## config.mk

```make
export PLATFORM = sky130hd
export DESIGN_NAME = kvc_cell
export DESIGN_NICKNAME = d
export VERILOG_FILES = /design/src/rtl/kvc_pkg.sv /design/src/rtl/kvc_cell.sv
export SDC_FILE = /design/constraint.sdc
export NUM_CORES = 1
export LEC_CHECK = 0
export ABC_AREA = 1
export BUFFER_PORTS_ARGS = -buffer_cell sky130_fd_sc_hd__buf_2
export CAP_MARGIN = 20
export CORE_AREA = 2 2 152 154
export CTS_CLUSTER_SIZE = 25
export DETAILED_ROUTE_END_ITERATION = 8
export DIE_AREA = 0 0 154 156
export PLACE_DENSITY = 0.56
export SYNTH_ARGS = -nofsm -noshare
export SYNTH_HDL_FRONTEND = slang
export SYNTH_SLANG_ARGS = --single-unit
export TNS_END_PERCENT = 20
```

## constraint.sdc

```tcl
create_clock -name aclk -period 6.9 [get_ports aclk]
set_input_delay 0.345 -clock aclk [delete_from_list [all_inputs] [get_ports aclk]]
set_output_delay 0.345 -clock aclk [all_outputs]
set_load 0.03 [all_outputs]
```

## src/rtl/kvc_pkg.sv

```systemverilog
// ----------------------------------------------------------------------------
// kvc_pkg
// Shared types and constants for the key/value cache with smallest-key
// eviction: cell commands, cell status flags and fixed field widths.
// ----------------------------------------------------------------------------
package kvc_pkg;

    // fixed field widths of the stream and configuration ports
    localparam int CAP_BITS     = 7;
    localparam int CTR_BITS     = 32;
    localparam int EVICT_BITS   = 7;
    localparam int OUT_VAL_BITS = 32;

    // capacity after reset
    localparam logic [CAP_BITS-1:0] CAP_RESET = 7'd64;

    // item kinds carried on s_tuser
    localparam logic ACT_LOOKUP = 1'b0;
    localparam logic ACT_INSERT = 1'b1;

    // what every cell does in a cycle
    typedef enum logic [1:0] {
        CELL_HOLD,    // keep contents
        CELL_SHIFT,   // take the upper neighbor's contents
        CELL_INSERT   // open a gap at the sorted position and drop the new pair in
    } cell_op_t;

    // broadcast command from the controller to the chain
    typedef struct packed {
        cell_op_t op;
        logic     wrap;   // top cell takes cell 0 (ring rotate) instead of empty
        logic     upd;    // value carried around from cell 0 is replaced
    } cell_cmd_t;

    // per-cell status toward neighbors and controller
    typedef struct packed {
        logic ins;        // entry is empty or its key is above the new key
        logic match;      // entry is valid and its key equals the new key
    } cell_flags_t;

endpackage

```

## src/rtl/kvc_cell.sv

```systemverilog
// ----------------------------------------------------------------------------
// kvc_cell
// One cell of the sorted key chain: holds a valid bit, a key and a value,
// compares its key with the pending key and moves data to or from its
// neighbors on shift and insert commands.
// ----------------------------------------------------------------------------
module kvc_cell #(
    parameter int KEY_BITS   = 64,
    parameter int VALUE_BITS = 32
) (
    input  logic                  aclk,
    input  logic                  aresetn,
    input  kvc_pkg::cell_cmd_t    cmd,
    input  logic [KEY_BITS-1:0]   new_key,
    input  logic [VALUE_BITS-1:0] new_val,
    // upper neighbor (source on shift)
    input  logic                  up_valid,
    input  logic [KEY_BITS-1:0]   up_key,
    input  logic [VALUE_BITS-1:0] up_val,
    // lower neighbor (source on insert)
    input  logic                  lo_valid,
    input  logic [KEY_BITS-1:0]   lo_key,
    input  logic [VALUE_BITS-1:0] lo_val,
    input  kvc_pkg::cell_flags_t  lo_flags,
    output logic                  valid,
    output logic [KEY_BITS-1:0]   key,
    output logic [VALUE_BITS-1:0] val,
    output kvc_pkg::cell_flags_t  flags
);
    import kvc_pkg::*;

    logic                  valid_reg, valid_next;
    logic [KEY_BITS-1:0]   key_reg, key_next;
    logic [VALUE_BITS-1:0] val_reg, val_next;

    // compare against the pending key
    always_comb begin
        flags.ins   = !valid_reg || (key_reg > new_key);
        flags.match = valid_reg && (key_reg == new_key);
    end

    // next contents
    always_comb begin
        valid_next = valid_reg;
        key_next   = key_reg;
        val_next   = val_reg;
        unique case (cmd.op)
            CELL_HOLD: begin
            end
            CELL_SHIFT: begin
                valid_next = up_valid;
                key_next   = up_key;
                val_next   = up_val;
            end
            CELL_INSERT: begin
                if (flags.ins) begin
                    if (lo_flags.ins) begin
                        valid_next = lo_valid;
                        key_next   = lo_key;
                        val_next   = lo_val;
                    end else begin
                        valid_next = 1'b1;
                        key_next   = new_key;
                        val_next   = new_val;
                    end
                end
            end
            default: begin
            end
        endcase
    end

    always_ff @(posedge aclk) begin
        if (!aresetn) begin
            valid_reg <= 1'b0;
        end else begin
            valid_reg <= valid_next;
        end
    end

    // payload needs no reset
    always_ff @(posedge aclk) begin
        key_reg <= key_next;
        val_reg <= val_next;
    end

    assign valid = valid_reg;
    assign key   = key_reg;
    assign val   = val_reg;

endmodule

```

==> metrics.txt <==
grt total ovfl 0; Hold Path Class in2reg; EDFF count, synth 96; CORE AREA 22400 sq um; Max Transition Viols Final 0; VDD IR-drop max 0.138 mV; Mapped Cells roughly 800; worst slew pin tran between 900 and 1000 ps; largest stage delay on the critical path slightly below 700 ps; Peak Freq just under 0.3 GHz; Tcrit/Tclk final 0.488; Die ar. between 20000 and 25000 sq um; final worst slack 3530 ps; first-pass GRT wire length 34200 um; Num CTS Buffers 9; RSZ-0062 raised after global routing no; vias in the first global route around 6600; CTS tree built; final hold vios 0; GRT Total Usage 0.181; DRT antenna net count 0; First-pass DRT Iterations 5; syn_nets about 1200; Worst Path Required between 6000 and 7000 ps; Largest register FFs 64; cell with the most instances after synthesis nand2_1; Vias/cell approximately 4.6; # DRC 0; Static Leakage around 4.6 nW; min Tclk post-route roughly 3400 ps; post-synthesis cell area 6580 sq um; H-tree depth 3; Worst setup EP type flip-flop; Startpoint Class flip-flop; Final nets 1549; clock buffer depth 2; via total after detailed routing between 6000 and 7000; slowest cell on the critical path buf_4; asr flop ratio synth 0; delay-heaviest family, CP simple AND/OR/NAND/NOR gates; final wirelength between 20000 and 25000 um; Syn Area/Cell 8.02 sq um; worst skew pair latency 350 ps; most used flip-flop cell after synthesis edfxtp_1; synth warn 0; crit-path cells ha_1 > nand2_1 > nor2_1 > nand4_1 > nor2_1 > nand2_1 > nand2_1 > nand2_2 > nand2_2 > nand3_2 > nand2_4 > buf_4; Starting DRT DRC Count slightly below 400; Layout area overhead 37.7%; DP HPWL ~18000 um; Data arrival, critical path around 3300 ps; initial antenna violation count 0; Synth Register Bits 97; IO Count between 300 and 400; pre-CTS setup slack ~3400 ps; Post-CTS Hold Fix Bufs 0; RePlAce Congestion ~0.84; Distinct cells, synth 28; layout cell share with drive strength beyond 1 0.358; status completed; Final TNS setup 0 ps; final setup fails 0; total of max-cap violations 0; Initial Util 0.294; ANT cells 0; worst path bufs/invs 1; clk root buf clkbuf_16; synth cell count leaders 261 x nand2_1, 115 x nor2_1, 96 x a31oi_1, 96 x edfxtp_1, 78 x inv_1; Post-CTS Resized 0; fin util 0.405; PwrDens 191 nW/um^2; die height between 150 and 200 um; CTS sink count 97; Final Skew 15.6 ps; area share of the largest cell type after synthesis 0.438; Die W ~150 um; largest net degree at the start of global routing roughly 110; Top cell by count, worst path nand2_1; headroom to the max-slew limit 0.368; sequential share of the synthesized area 0.441; Reg clk slew, reported paths roughly 60 ps; Avg WL per Cell roughly 15 um; IO Port Bufs around 400; kind of critical path reg2reg; leading area contributor after synthesis edfxtp_1; Power, Total 1.73 mW; Synth area leaders edfxtp_1 44%, nand2_1 15%, ha_1 12%; critical path peak fanout 56; post-CTS setup buffers 0; Std-Cell Rows 55
==> power by group <==
part / leakage (nW) / switching, mW / internal (mW)
Sequential: 0.926 / 0.0226 / 0.714
Clock: 0.139 / 0.228 / 0.281
Combinational: 3.52 / 0.311 / 0.177
Total: 4.59 / 0.562 / 1.17
==> metrics by stage <==
step	hold slack [ps]	std cells	area, sq um
floorplan	466	820	6580
global placement	576	1461	8770
detailed placement	602	1461	8770
CTS	233	1477	9060
global route	251	1477	9060
finish	249	1477	9060
==> path summary, 6_finish.rpt <==
path,startpoint,end,slack [ps],cells past startpoint
worst max-delay path,key[23]$_DFFE_PP_,val[8]$_DFFE_PP_,3530,12
worst max register to register,key[23]$_DFFE_PP_,val[8]$_DFFE_PP_,3530,12
worst min-delay path,aresetn,valid$_SDFFE_PN0P_,250,3
worst min register to register,valid$_SDFFE_PN0P_,valid$_SDFFE_PN0P_,680,4
==> cells in the final DEF (no fill, tap or decap), drive strengths merged, types with 3 or more instances in the layout <==
| master | count |
|---|---|
| clkinv | 4 |
| o21ai | 7 |
| clkbuf | 11 |
| a31oi | 96 |
| edfxtp | 96 |
| a21oi | 29 |
| nand2 | 264 |
| ha | 64 |
| buf | 398 |
| nor2 | 116 |
| inv | 81 |
| o21a | 3 |
| nand3 | 11 |
==> logic make-up (layout without fill, tap and decap cells) <==
family | Yosys count | after routing | synth area share
fa+ha+maj | 64 | 64 | 0.122
buf+inv | 124 | 496 | 0.0752
compound gates | 138 | 138 | 0.126
flops | 97 | 97 | 0.441
simple gates | 397 | 397 | 0.236
==> worst reg2reg max path: stages (launching register included) <==
cell	delay, ps
edfxtp_1	410
ha_1	310
nand2_1	70
nor2_1	170
nand4_1	130
nor2_1	180
nand2_1	70
nand2_1	110
nand2_2	70
nand2_2	60
nand3_2	130
nand2_4	510
buf_4	700
==> layout make-up <==
| type | instances | area (sq um) |
|---|---|---|
| repair buffers | 398 | 2010 |
| flip-flops and latches | 97 | 2900 |
| well taps | 285 | 357 |
| multi-input cells | 599 | 3190 |
| fillers | 2335 | 13300 |
| clock inverters | 5 | 56.3 |
| inverters | 82 | 309 |
| clock buffers | 11 | 233 |
==> routing by layer <==
metal  GRT usage  part of all wire  vias up
met2       0.323              0.50      283
met3      0.0356             0.068       36
li1            -                 -     3498
met5           0                 0        -
met1       0.214              0.40     3050
met4      0.0739             0.031        0
(Power assumes the default switching activity.)
