## config.mk

```make
export PLATFORM = sky130hd
export DESIGN_NAME = kvc_ctrl
export DESIGN_NICKNAME = d
export VERILOG_FILES = /design/src/rtl/kvc_pkg.sv /design/src/rtl/kvc_ctrl.sv
export SDC_FILE = /design/constraint.sdc
export NUM_CORES = 1
export LEC_CHECK = 0
export BUFFER_PORTS_ARGS = -buffer_cell sky130_fd_sc_hd__buf_2
export CORE_MARGIN = 2
export CORE_UTILIZATION = 40
export CTS_BUF_LIST = sky130_fd_sc_hd__clkbuf_8
export CTS_CLUSTER_DIAMETER = 150
export DETAILED_ROUTE_END_ITERATION = 10
export PLACE_DENSITY = 0.66
export SETUP_SLACK_MARGIN = 0.02
export SLEW_MARGIN = 20
export SYNTH_ARGS = -nofsm -noshare
export SYNTH_HDL_FRONTEND = slang
export SYNTH_SLANG_ARGS = --single-unit
```

## constraint.sdc

```tcl
create_clock -name aclk -period 9.14 [get_ports aclk]
set_clock_uncertainty 0.05 [all_clocks]
set_input_delay 0.457 -clock aclk [delete_from_list [all_inputs] [get_ports aclk]]
set_output_delay 0.457 -clock aclk [all_outputs]
set_load 0.005 [all_outputs]
```

## src/rtl/kvc_pkg.sv

```systemverilog
// ----------------------------------------------------------------------------
// kvc_pkg
// Shared types and constants for the key/value cache with smallest-key
// eviction: cell commands, cell status flags and fixed field widths.
// ----------------------------------------------------------------------------
package kvc_pkg;

    // fixed field widths of the stream and configuration ports
    localparam int CAP_BITS     = 7;
    localparam int CTR_BITS     = 32;
    localparam int EVICT_BITS   = 7;
    localparam int OUT_VAL_BITS = 32;

    // capacity after reset
    localparam logic [CAP_BITS-1:0] CAP_RESET = 7'd64;

    // item kinds carried on s_tuser
    localparam logic ACT_LOOKUP = 1'b0;
    localparam logic ACT_INSERT = 1'b1;

    // what every cell does in a cycle
    typedef enum logic [1:0] {
        CELL_HOLD,    // keep contents
        CELL_SHIFT,   // take the upper neighbor's contents
        CELL_INSERT   // open a gap at the sorted position and drop the new pair in
    } cell_op_t;

    // broadcast command from the controller to the chain
    typedef struct packed {
        cell_op_t op;
        logic     wrap;   // top cell takes cell 0 (ring rotate) instead of empty
        logic     upd;    // value carried around from cell 0 is replaced
    } cell_cmd_t;

    // per-cell status toward neighbors and controller
    typedef struct packed {
        logic ins;        // entry is empty or its key is above the new key
        logic match;      // entry is valid and its key equals the new key
    } cell_flags_t;

endpackage

```

## src/rtl/kvc_ctrl.sv

```systemverilog
// ----------------------------------------------------------------------------
// kvc_ctrl
// Sequencer for the cell chain: takes one transaction, rotates the chain
// once around to search for the key at cell 0, then for a new insert evicts
// and inserts, and drives the registered result and the hit/miss counters.
// ----------------------------------------------------------------------------
module kvc_ctrl #(
    parameter int DEPTH      = 64,
    parameter int KEY_BITS   = 64,
    parameter int VALUE_BITS = 32
) (
    input  logic                              aclk,
    input  logic                              aresetn,
    // input transaction
    input  logic                              s_tvalid,
    output logic                              s_tready,
    input  logic                              in_action,
    input  logic [KEY_BITS-1:0]               in_key,
    input  logic [VALUE_BITS-1:0]             in_val,
    // capacity register write
    input  logic                              cfg_valid,
    output logic                              cfg_ready,
    input  logic [kvc_pkg::CAP_BITS-1:0]      cfg_data,
    // chain
    output kvc_pkg::cell_cmd_t                cmd,
    output logic [KEY_BITS-1:0]               new_key,
    output logic [VALUE_BITS-1:0]             new_val,
    input  kvc_pkg::cell_flags_t              head_flags,
    input  logic [VALUE_BITS-1:0]             head_val,
    // result
    output logic                              m_tvalid,
    input  logic                              m_tready,
    output logic                              out_found,
    output logic [kvc_pkg::OUT_VAL_BITS-1:0]  out_value,
    output logic [kvc_pkg::CTR_BITS-1:0]      out_hits,
    output logic [kvc_pkg::CTR_BITS-1:0]      out_misses,
    output logic [kvc_pkg::EVICT_BITS-1:0]    out_evicted
);
    import kvc_pkg::*;

    localparam int AW = $clog2(DEPTH);
    localparam int CW = $clog2(DEPTH + 1);
    localparam int EW = (CW > CAP_BITS) ? CW : CAP_BITS;

    typedef enum logic [1:0] {
        ST_IDLE,
        ST_SCAN,
        ST_EVICT,
        ST_RESP
    } state_t;

    state_t                  state_reg, state_next;
    logic [AW-1:0]           pos_reg, pos_next;
    logic [CW-1:0]           count_reg, count_next;
    logic [CAP_BITS-1:0]     cap_reg, cap_next;
    logic                    hit_reg, hit_next;
    logic [EVICT_BITS-1:0]   ev_reg, ev_next;
    logic [CTR_BITS-1:0]     hits_reg, hits_next;
    logic [CTR_BITS-1:0]     misses_reg, misses_next;
    logic                    act_reg, act_next;
    logic [KEY_BITS-1:0]     key_reg, key_next;
    logic [VALUE_BITS-1:0]   val_reg, val_next;
    logic [VALUE_BITS-1:0]   hval_reg, hval_next;
    logic                    mvalid_reg, mvalid_next;
    logic                    found_reg, found_next;
    logic [OUT_VAL_BITS-1:0] oval_reg, oval_next;
    logic [EVICT_BITS-1:0]   oev_reg, oev_next;

    logic [EW-1:0]           cap_ext, eff_cap;
    logic                    must_evict;
    logic [63:0]             hval_ext;

    // effective capacity: zero acts as one, clipped to the chain length
    always_comb begin
        cap_ext = EW'(cap_reg);
        if (cap_reg == '0) begin
            eff_cap = EW'(1);
        end else if (cap_ext > EW'(DEPTH)) begin
            eff_cap = EW'(DEPTH);
        end else begin
            eff_cap = cap_ext;
        end
        must_evict = (EW'(count_reg) >= eff_cap) && (count_reg != '0);
    end

    assign hval_ext = 64'(hval_reg);

    // sequencer
    always_comb begin
        state_next  = state_reg;
        pos_next    = pos_reg;
        count_next  = count_reg;
        cap_next    = cap_reg;
        hit_next    = hit_reg;
        ev_next     = ev_reg;
        hits_next   = hits_reg;
        misses_next = misses_reg;
        act_next    = act_reg;
        key_next    = key_reg;
        val_next    = val_reg;
        hval_next   = hval_reg;
        mvalid_next = mvalid_reg;
        found_next  = found_reg;
        oval_next   = oval_reg;
        oev_next    = oev_reg;
        cmd.op      = CELL_HOLD;
        cmd.wrap    = 1'b0;
        cmd.upd     = 1'b0;
        s_tready    = (state_reg == ST_IDLE);
        cfg_ready   = 1'b1;

        if (cfg_valid) begin
            cap_next = cfg_data;
        end

        // output slot drains independently
        if (mvalid_reg && m_tready) begin
            mvalid_next = 1'b0;
        end

        unique case (state_reg)
            ST_IDLE: begin
                if (s_tvalid) begin
                    act_next   = in_action;
                    key_next   = in_key;
                    val_next   = in_val;
                    pos_next   = '0;
                    hit_next   = 1'b0;
                    ev_next    = '0;
                    state_next = ST_SCAN;
                end
            end
            // one full ring rotation; every entry passes cell 0 once
            ST_SCAN: begin
                cmd.op   = CELL_SHIFT;
                cmd.wrap = 1'b1;
                if (head_flags.match) begin
                    hit_next  = 1'b1;
                    hval_next = head_val;
                    cmd.upd   = (act_reg == ACT_INSERT);
                end
                pos_next = pos_reg + AW'(1);
                if (pos_reg == AW'(DEPTH - 1)) begin
                    if (act_reg == ACT_LOOKUP || hit_next) begin
                        state_next = ST_RESP;
                    end else begin
                        state_next = ST_EVICT;
                    end
                end
            end
            // drop smallest keys one a cycle, then insert in sorted place
            ST_EVICT: begin
                if (must_evict) begin
                    cmd.op     = CELL_SHIFT;
                    count_next = count_reg - CW'(1);
                    ev_next    = ev_reg + EVICT_BITS'(1);
                end else begin
                    cmd.op     = CELL_INSERT;
                    count_next = count_reg + CW'(1);
                    state_next = ST_RESP;
                end
            end
            ST_RESP: begin
                if (!mvalid_reg || m_tready) begin
                    mvalid_next = 1'b1;
                    if (act_reg == ACT_LOOKUP) begin
                        found_next = hit_reg;
                        oval_next  = hit_reg ? hval_ext[OUT_VAL_BITS-1:0] : '0;
                        if (hit_reg) begin
                            hits_next = hits_reg + CTR_BITS'(1);
                        end else begin
                            misses_next = misses_reg + CTR_BITS'(1);
                        end
                    end else begin
                        found_next = 1'b0;
                        oval_next  = '0;
                    end
                    oev_next   = ev_reg;
                    state_next = ST_IDLE;
                end
            end
            default: begin
                state_next = ST_IDLE;
            end
        endcase
    end

    always_ff @(posedge aclk) begin
        if (!aresetn) begin
            state_reg  <= ST_IDLE;
            pos_reg    <= '0;
            count_reg  <= '0;
            cap_reg    <= CAP_RESET;
            hit_reg    <= 1'b0;
            ev_reg     <= '0;
            hits_reg   <= '0;
            misses_reg <= '0;
            mvalid_reg <= 1'b0;
        end else begin
            state_reg  <= state_next;
            pos_reg    <= pos_next;
            count_reg  <= count_next;
            cap_reg    <= cap_next;
            hit_reg    <= hit_next;
            ev_reg     <= ev_next;
            hits_reg   <= hits_next;
            misses_reg <= misses_next;
            mvalid_reg <= mvalid_next;
        end
    end

    // transaction and result payload
    always_ff @(posedge aclk) begin
        act_reg   <= act_next;
        key_reg   <= key_next;
        val_reg   <= val_next;
        hval_reg  <= hval_next;
        found_reg <= found_next;
        oval_reg  <= oval_next;
        oev_reg   <= oev_next;
    end

    assign new_key     = key_reg;
    assign new_val     = val_reg;
    assign m_tvalid    = mvalid_reg;
    assign out_found   = found_reg;
    assign out_value   = oval_reg;
    assign out_hits    = hits_reg;
    assign out_misses  = misses_reg;
    assign out_evicted = oev_reg;

endmodule
```

==> summary by stage <==
Synthesis
The biggest area consumer among synthesized cells is edfxtp_1. Synthesis produced approximately 800 cells. The summed instance area of the synthesized netlist is between 10000 and 15000 um^2. After synthesis, the share of flip-flops with an asynchronous set or reset is 0. The dominant register cell in the synthesized netlist is edfxtp_1. Of the synthesized area, sequential elements account for 0.692. The number of warnings reported in the yosys synthesis log is 0.

Counting every net in the synthesized netlist gives about 940. In this run, distinct cell masters in the synthesized netlist total just under 60. Sorting the synthesized cells by area gives the leading types as edfxtp_1 (50%), dfxtp_1 (19%), nor2_1 (3.1%). Dividing the synthesized area by the synthesized cell count gives between 10 and 15 um^2. The count of flip-flops with a built-in enable after synthesis is approximately 170.

Synthesis inferred around 260 register bits. Of the post-synthesis cell area, the dominant cell type holds 0.503.

Worst setup path
The worst reg-to-reg path cell count is 15. Setup slack on the worst reg-to-reg path comes out at between 5 and 6 ns. The startpoint-to-endpoint class of the critical path is reg -> reg. STA classifies the critical path startpoint as a register. For this run, the slowest stage of the critical path takes approximately 0.33 ns. The critical path data required time is roughly 9.5 ns. The critical path runs through a total of 15 cells. The start point of the critical path is cap_ext[6]. For this design, the slowest cell found on the critical path is a221o_1.

In this run the worst path has a maximum fanout of 12. Walking the worst path, the cells encountered are inv_1 -> nand2_1 -> ha_1 -> a21o_1 -> a221o_1 -> a41o_1 -> nand2_2 -> inv_2 -> ha_1 -> nor2b_1 -> o31a_1 -> o22ai_1 -> nor3_1 -> nor3b_1 -> mux2i_1. The worst register-to-register path ends at count_reg[6]. The number of buffers and inverters on the critical path is 2.

The critical path endpoint is count_reg[6]. The most common cell type on the critical path is ha_1. The data arrival at the endpoint of the critical path is a little under 4 ns.

The reg-to-reg critical path startpoint is cap_ext[6]. Grouping stages by cell kind, the critical path spends the most delay in compound AO/OA/AOI/OAI gates. The category of the worst setup path capture point is a register.

GRT
Entering global routing, the biggest net connects 81 pins. The first global-routing pass estimated 38800 um of wire. The number of global-route vias before repair is between 7000 and 8000.

The number of antenna violations at the first check in global routing came to 2. For this run, the total global-route usage over all layers was measured as 0.188. The overall overflow remaining after global route is 0.

Power and ir drop
The internal power of the cells is around 2.2 mW. Of the total power, combinational logic draws 0.165. Power spread over the standard cell area amounts to approximately 220 nW/um^2. Of the total power, the share spent switching nets is 0.273. The post-route total power is between 2 and 3 mW. The switching power summed over all nets is around 800 uW. The static leakage is roughly 5.6 nW. The sequential share of power is 0.516. The proportion of power drawn by the clock network is 0.320. The worst vdd rail ir drop is 123 uV.

Placed design
Routability-driven placement finished with a final weighted congestion of between 0.7 and 0.8. The half-perimeter wire length after detailed placement is ~18000 um. In this run the cell area measured after placement is between 10000 and 15000 um^2.

In this run the tool buffered the top-level ports with 347 buffer cells. The post-placement setup slack is between 5 and 6 ns.

Detailed routing
The total wire length after detailed routing is around 26000 um. The number of search-and-repair iterations in the first detailed-routing pass is 5. Across all layers, the routed design uses roughly 7500 vias. Dividing the detail-routed wire length by the instance count gives roughly 17 um.

The detailed-route vias per instance is roughly 4.8. The remaining antenna violation count is 0. In the routed design, unresolved DRC markers number 0.

The number of violations reported at the end of detailed-routing iteration 0 is ~540.

Run status
The run finished with clean final reports.

Clocking
In this run, CTS created clock tree buffers numbering 45. Gates resized during post-CTS repair numbered 0. The master cell of the clock root buffer is clkbuf_8.

The total setup buffers inserted after CTS is 0. The clock net sink count is 264. The clock reaches the later pin of the worst-skew pair after around 0.55 ns. The H-tree was split into 2 levels. The number of hold buffers added after CTS was 40. The number of buffers on the longest clock path is 3. After clock tree synthesis, the clock-pin slew on the worst setup and hold paths is around 0.060 ns. TritonCTS built the clock tree.

Die
After floorplanning, the core was divided into 58 placement rows. The die is ~160 um tall. The width of the chip is roughly 160 um. In this run the count of I/O pins placed on the die edge is 350.

The effective utilization at floorplan is 0.404. The area of the core region is 25000 um^2. The area enclosed by the die boundary is between 20000 and 30000 um^2.

Timing
Based on the critical path, the design can be clocked at up to 282 MHz. The summed negative setup slack over all endpoints is 0 ns. The worst slew margin relative to its limit is 0.339.

The worst setup slack after layout is 5.59 ns. The time the final worst path needs with I/O delays and setup is between 3 and 4 ns. The final max-slew violation count came to 0. Setup repair after global routing left no endpoint under its margin. The final-report hold violation count is 0. For the pin with the worst max-slew slack, the measured transition is roughly 0.99 ns. The setup-violating endpoint count in the final report is 0.

In the finished design, the share of the clock period the worst path needs comes to 0.388.

Worst hold path
The min-delay analysis places its worst path in the category in -> reg.

Cells and area
The number of flip-flops under the largest register name is 64. With fillers left out, the area of the finished cells amounts to ~13000 um^2. The area growth from synthesis to layout is 33.4%. Of the cells placed in the final design, the portion with a size suffix greater than 1 is 0.340. Once layout is complete, the utilization of the core stands at 0.539. The final layout contains around 1400 nets.

Run
Across the run, the number of max-cap violations was 0.
==> worst min-delay path by stage <==
| stage | cells past startpoint | to | slack, ns | from |
|---|---|---|---|---|
| final | 1 | hval_reg[22] | 0.03 | head_val[22] |
| after global routing | 1 | new_key[11] | 0.001 | in_key[11] |
| after CTS | 1 | new_key[23] | 0.0002 | in_key[23] |
| after detailed placement | 0 | out_evicted[6] | 0.43 | ev_reg[6] |
| after global placement | 2 | out_hits[31] | 0.40 | out_hits[31] |
| after floorplan | 0 | out_evicted[6] | 0.40 | ev_reg[6] |
==> metrics by stage <==
step                      instances  hold slack [ns]
final                          1562           0.0332
after global routing           1562         0.000992
after CTS                      1557         0.000170
after detailed placement       1434            0.432
after global placement         1434            0.405
after floorplan                 777            0.398
==> placed cells by master, fill, tap and decap left out, types with 31 or more instances in the layout <==
master,synthesis,layout
inv_1,16,37
nand2_1,51,51
xnor2_1,33,33
and2_1,37,37
dfxtp_1,95,95
buf_2,4,347
nand3_1,31,31
dlygate4sd3_1,0,44
nor2_1,82,82
edfxtp_1,169,169
clkbuf_8,0,49
==> cells in the mapped netlist (3+ instances only) <==
cell	count
o21ai_0	20
xnor2_1	33
buf_2	4
mux2i_1	19
a21oi_1	23
inv_1	16
nor4_1	3
or4_1	3
nor2_1	82
nand2b_1	9
ha_1	20
or3_1	11
and3_1	16
buf_1	3
and2_1	37
nor2b_1	6
and4_1	6
o21a_1	3
nand2_1	51
nand4_1	18
dfxtp_1	95
xor2_1	17
edfxtp_1	169
a31oi_1	3
nor3_1	23
nand3_1	31
clkbuf_1	17
==> cells by family (layout without fill, tap and decap cells) <==
family / after synthesis / after routing / share of synthesized area
AOI/OAI and AO/OA: 71 / 71 / 0.0436
xor gates and xnor gates: 50 / 50 / 0.0434
adders and majority gates: 21 / 21 / 0.0268
buffers and inverters: 42 / 496 / 0.0165
DFF: 264 / 264 / 0.692
muxes: 19 / 19 / 0.0189
other: 1 / 2 / 0.000372
and+or+nand+nor: 309 / 309 / 0.158
==> area by class of cell <==
cell class              instances  area, um^2
multi-input cells             471        2950
clock inverters                34         144
well taps                     330         413
flip-flops and latches        264        6980
inverters                      17        65.1
fillers                      2202       11500
repair buffers                396        2210
clock buffers                  49         674
diodes                          1        2.50
==> power groups by stage <==
stage | Clock, mW | Combinational [mW] | Sequential, mW
floorplan | 0 | 0.212 | 1.58
detailed placement | 0 | 0.481 | 1.56
finish | 0.950 | 0.489 | 1.53
global route | 1.04 | 0.543 | 1.55
CTS | 0.984 | 0.496 | 1.53
global placement | 0 | 0.471 | 1.55
==> layer usage <==
metal,GRT usage,routed length [um],part of all wire,vias up
met5,0,13,0.00050,-
met4,0.0696,720,0.028,2
met1,0.205,9800,0.38,3538
met2,0.349,13700,0.53,265
met3,0.0481,1620,0.063,52
li1,-,-,-,3656
Power figures use the tool's default switching activity.
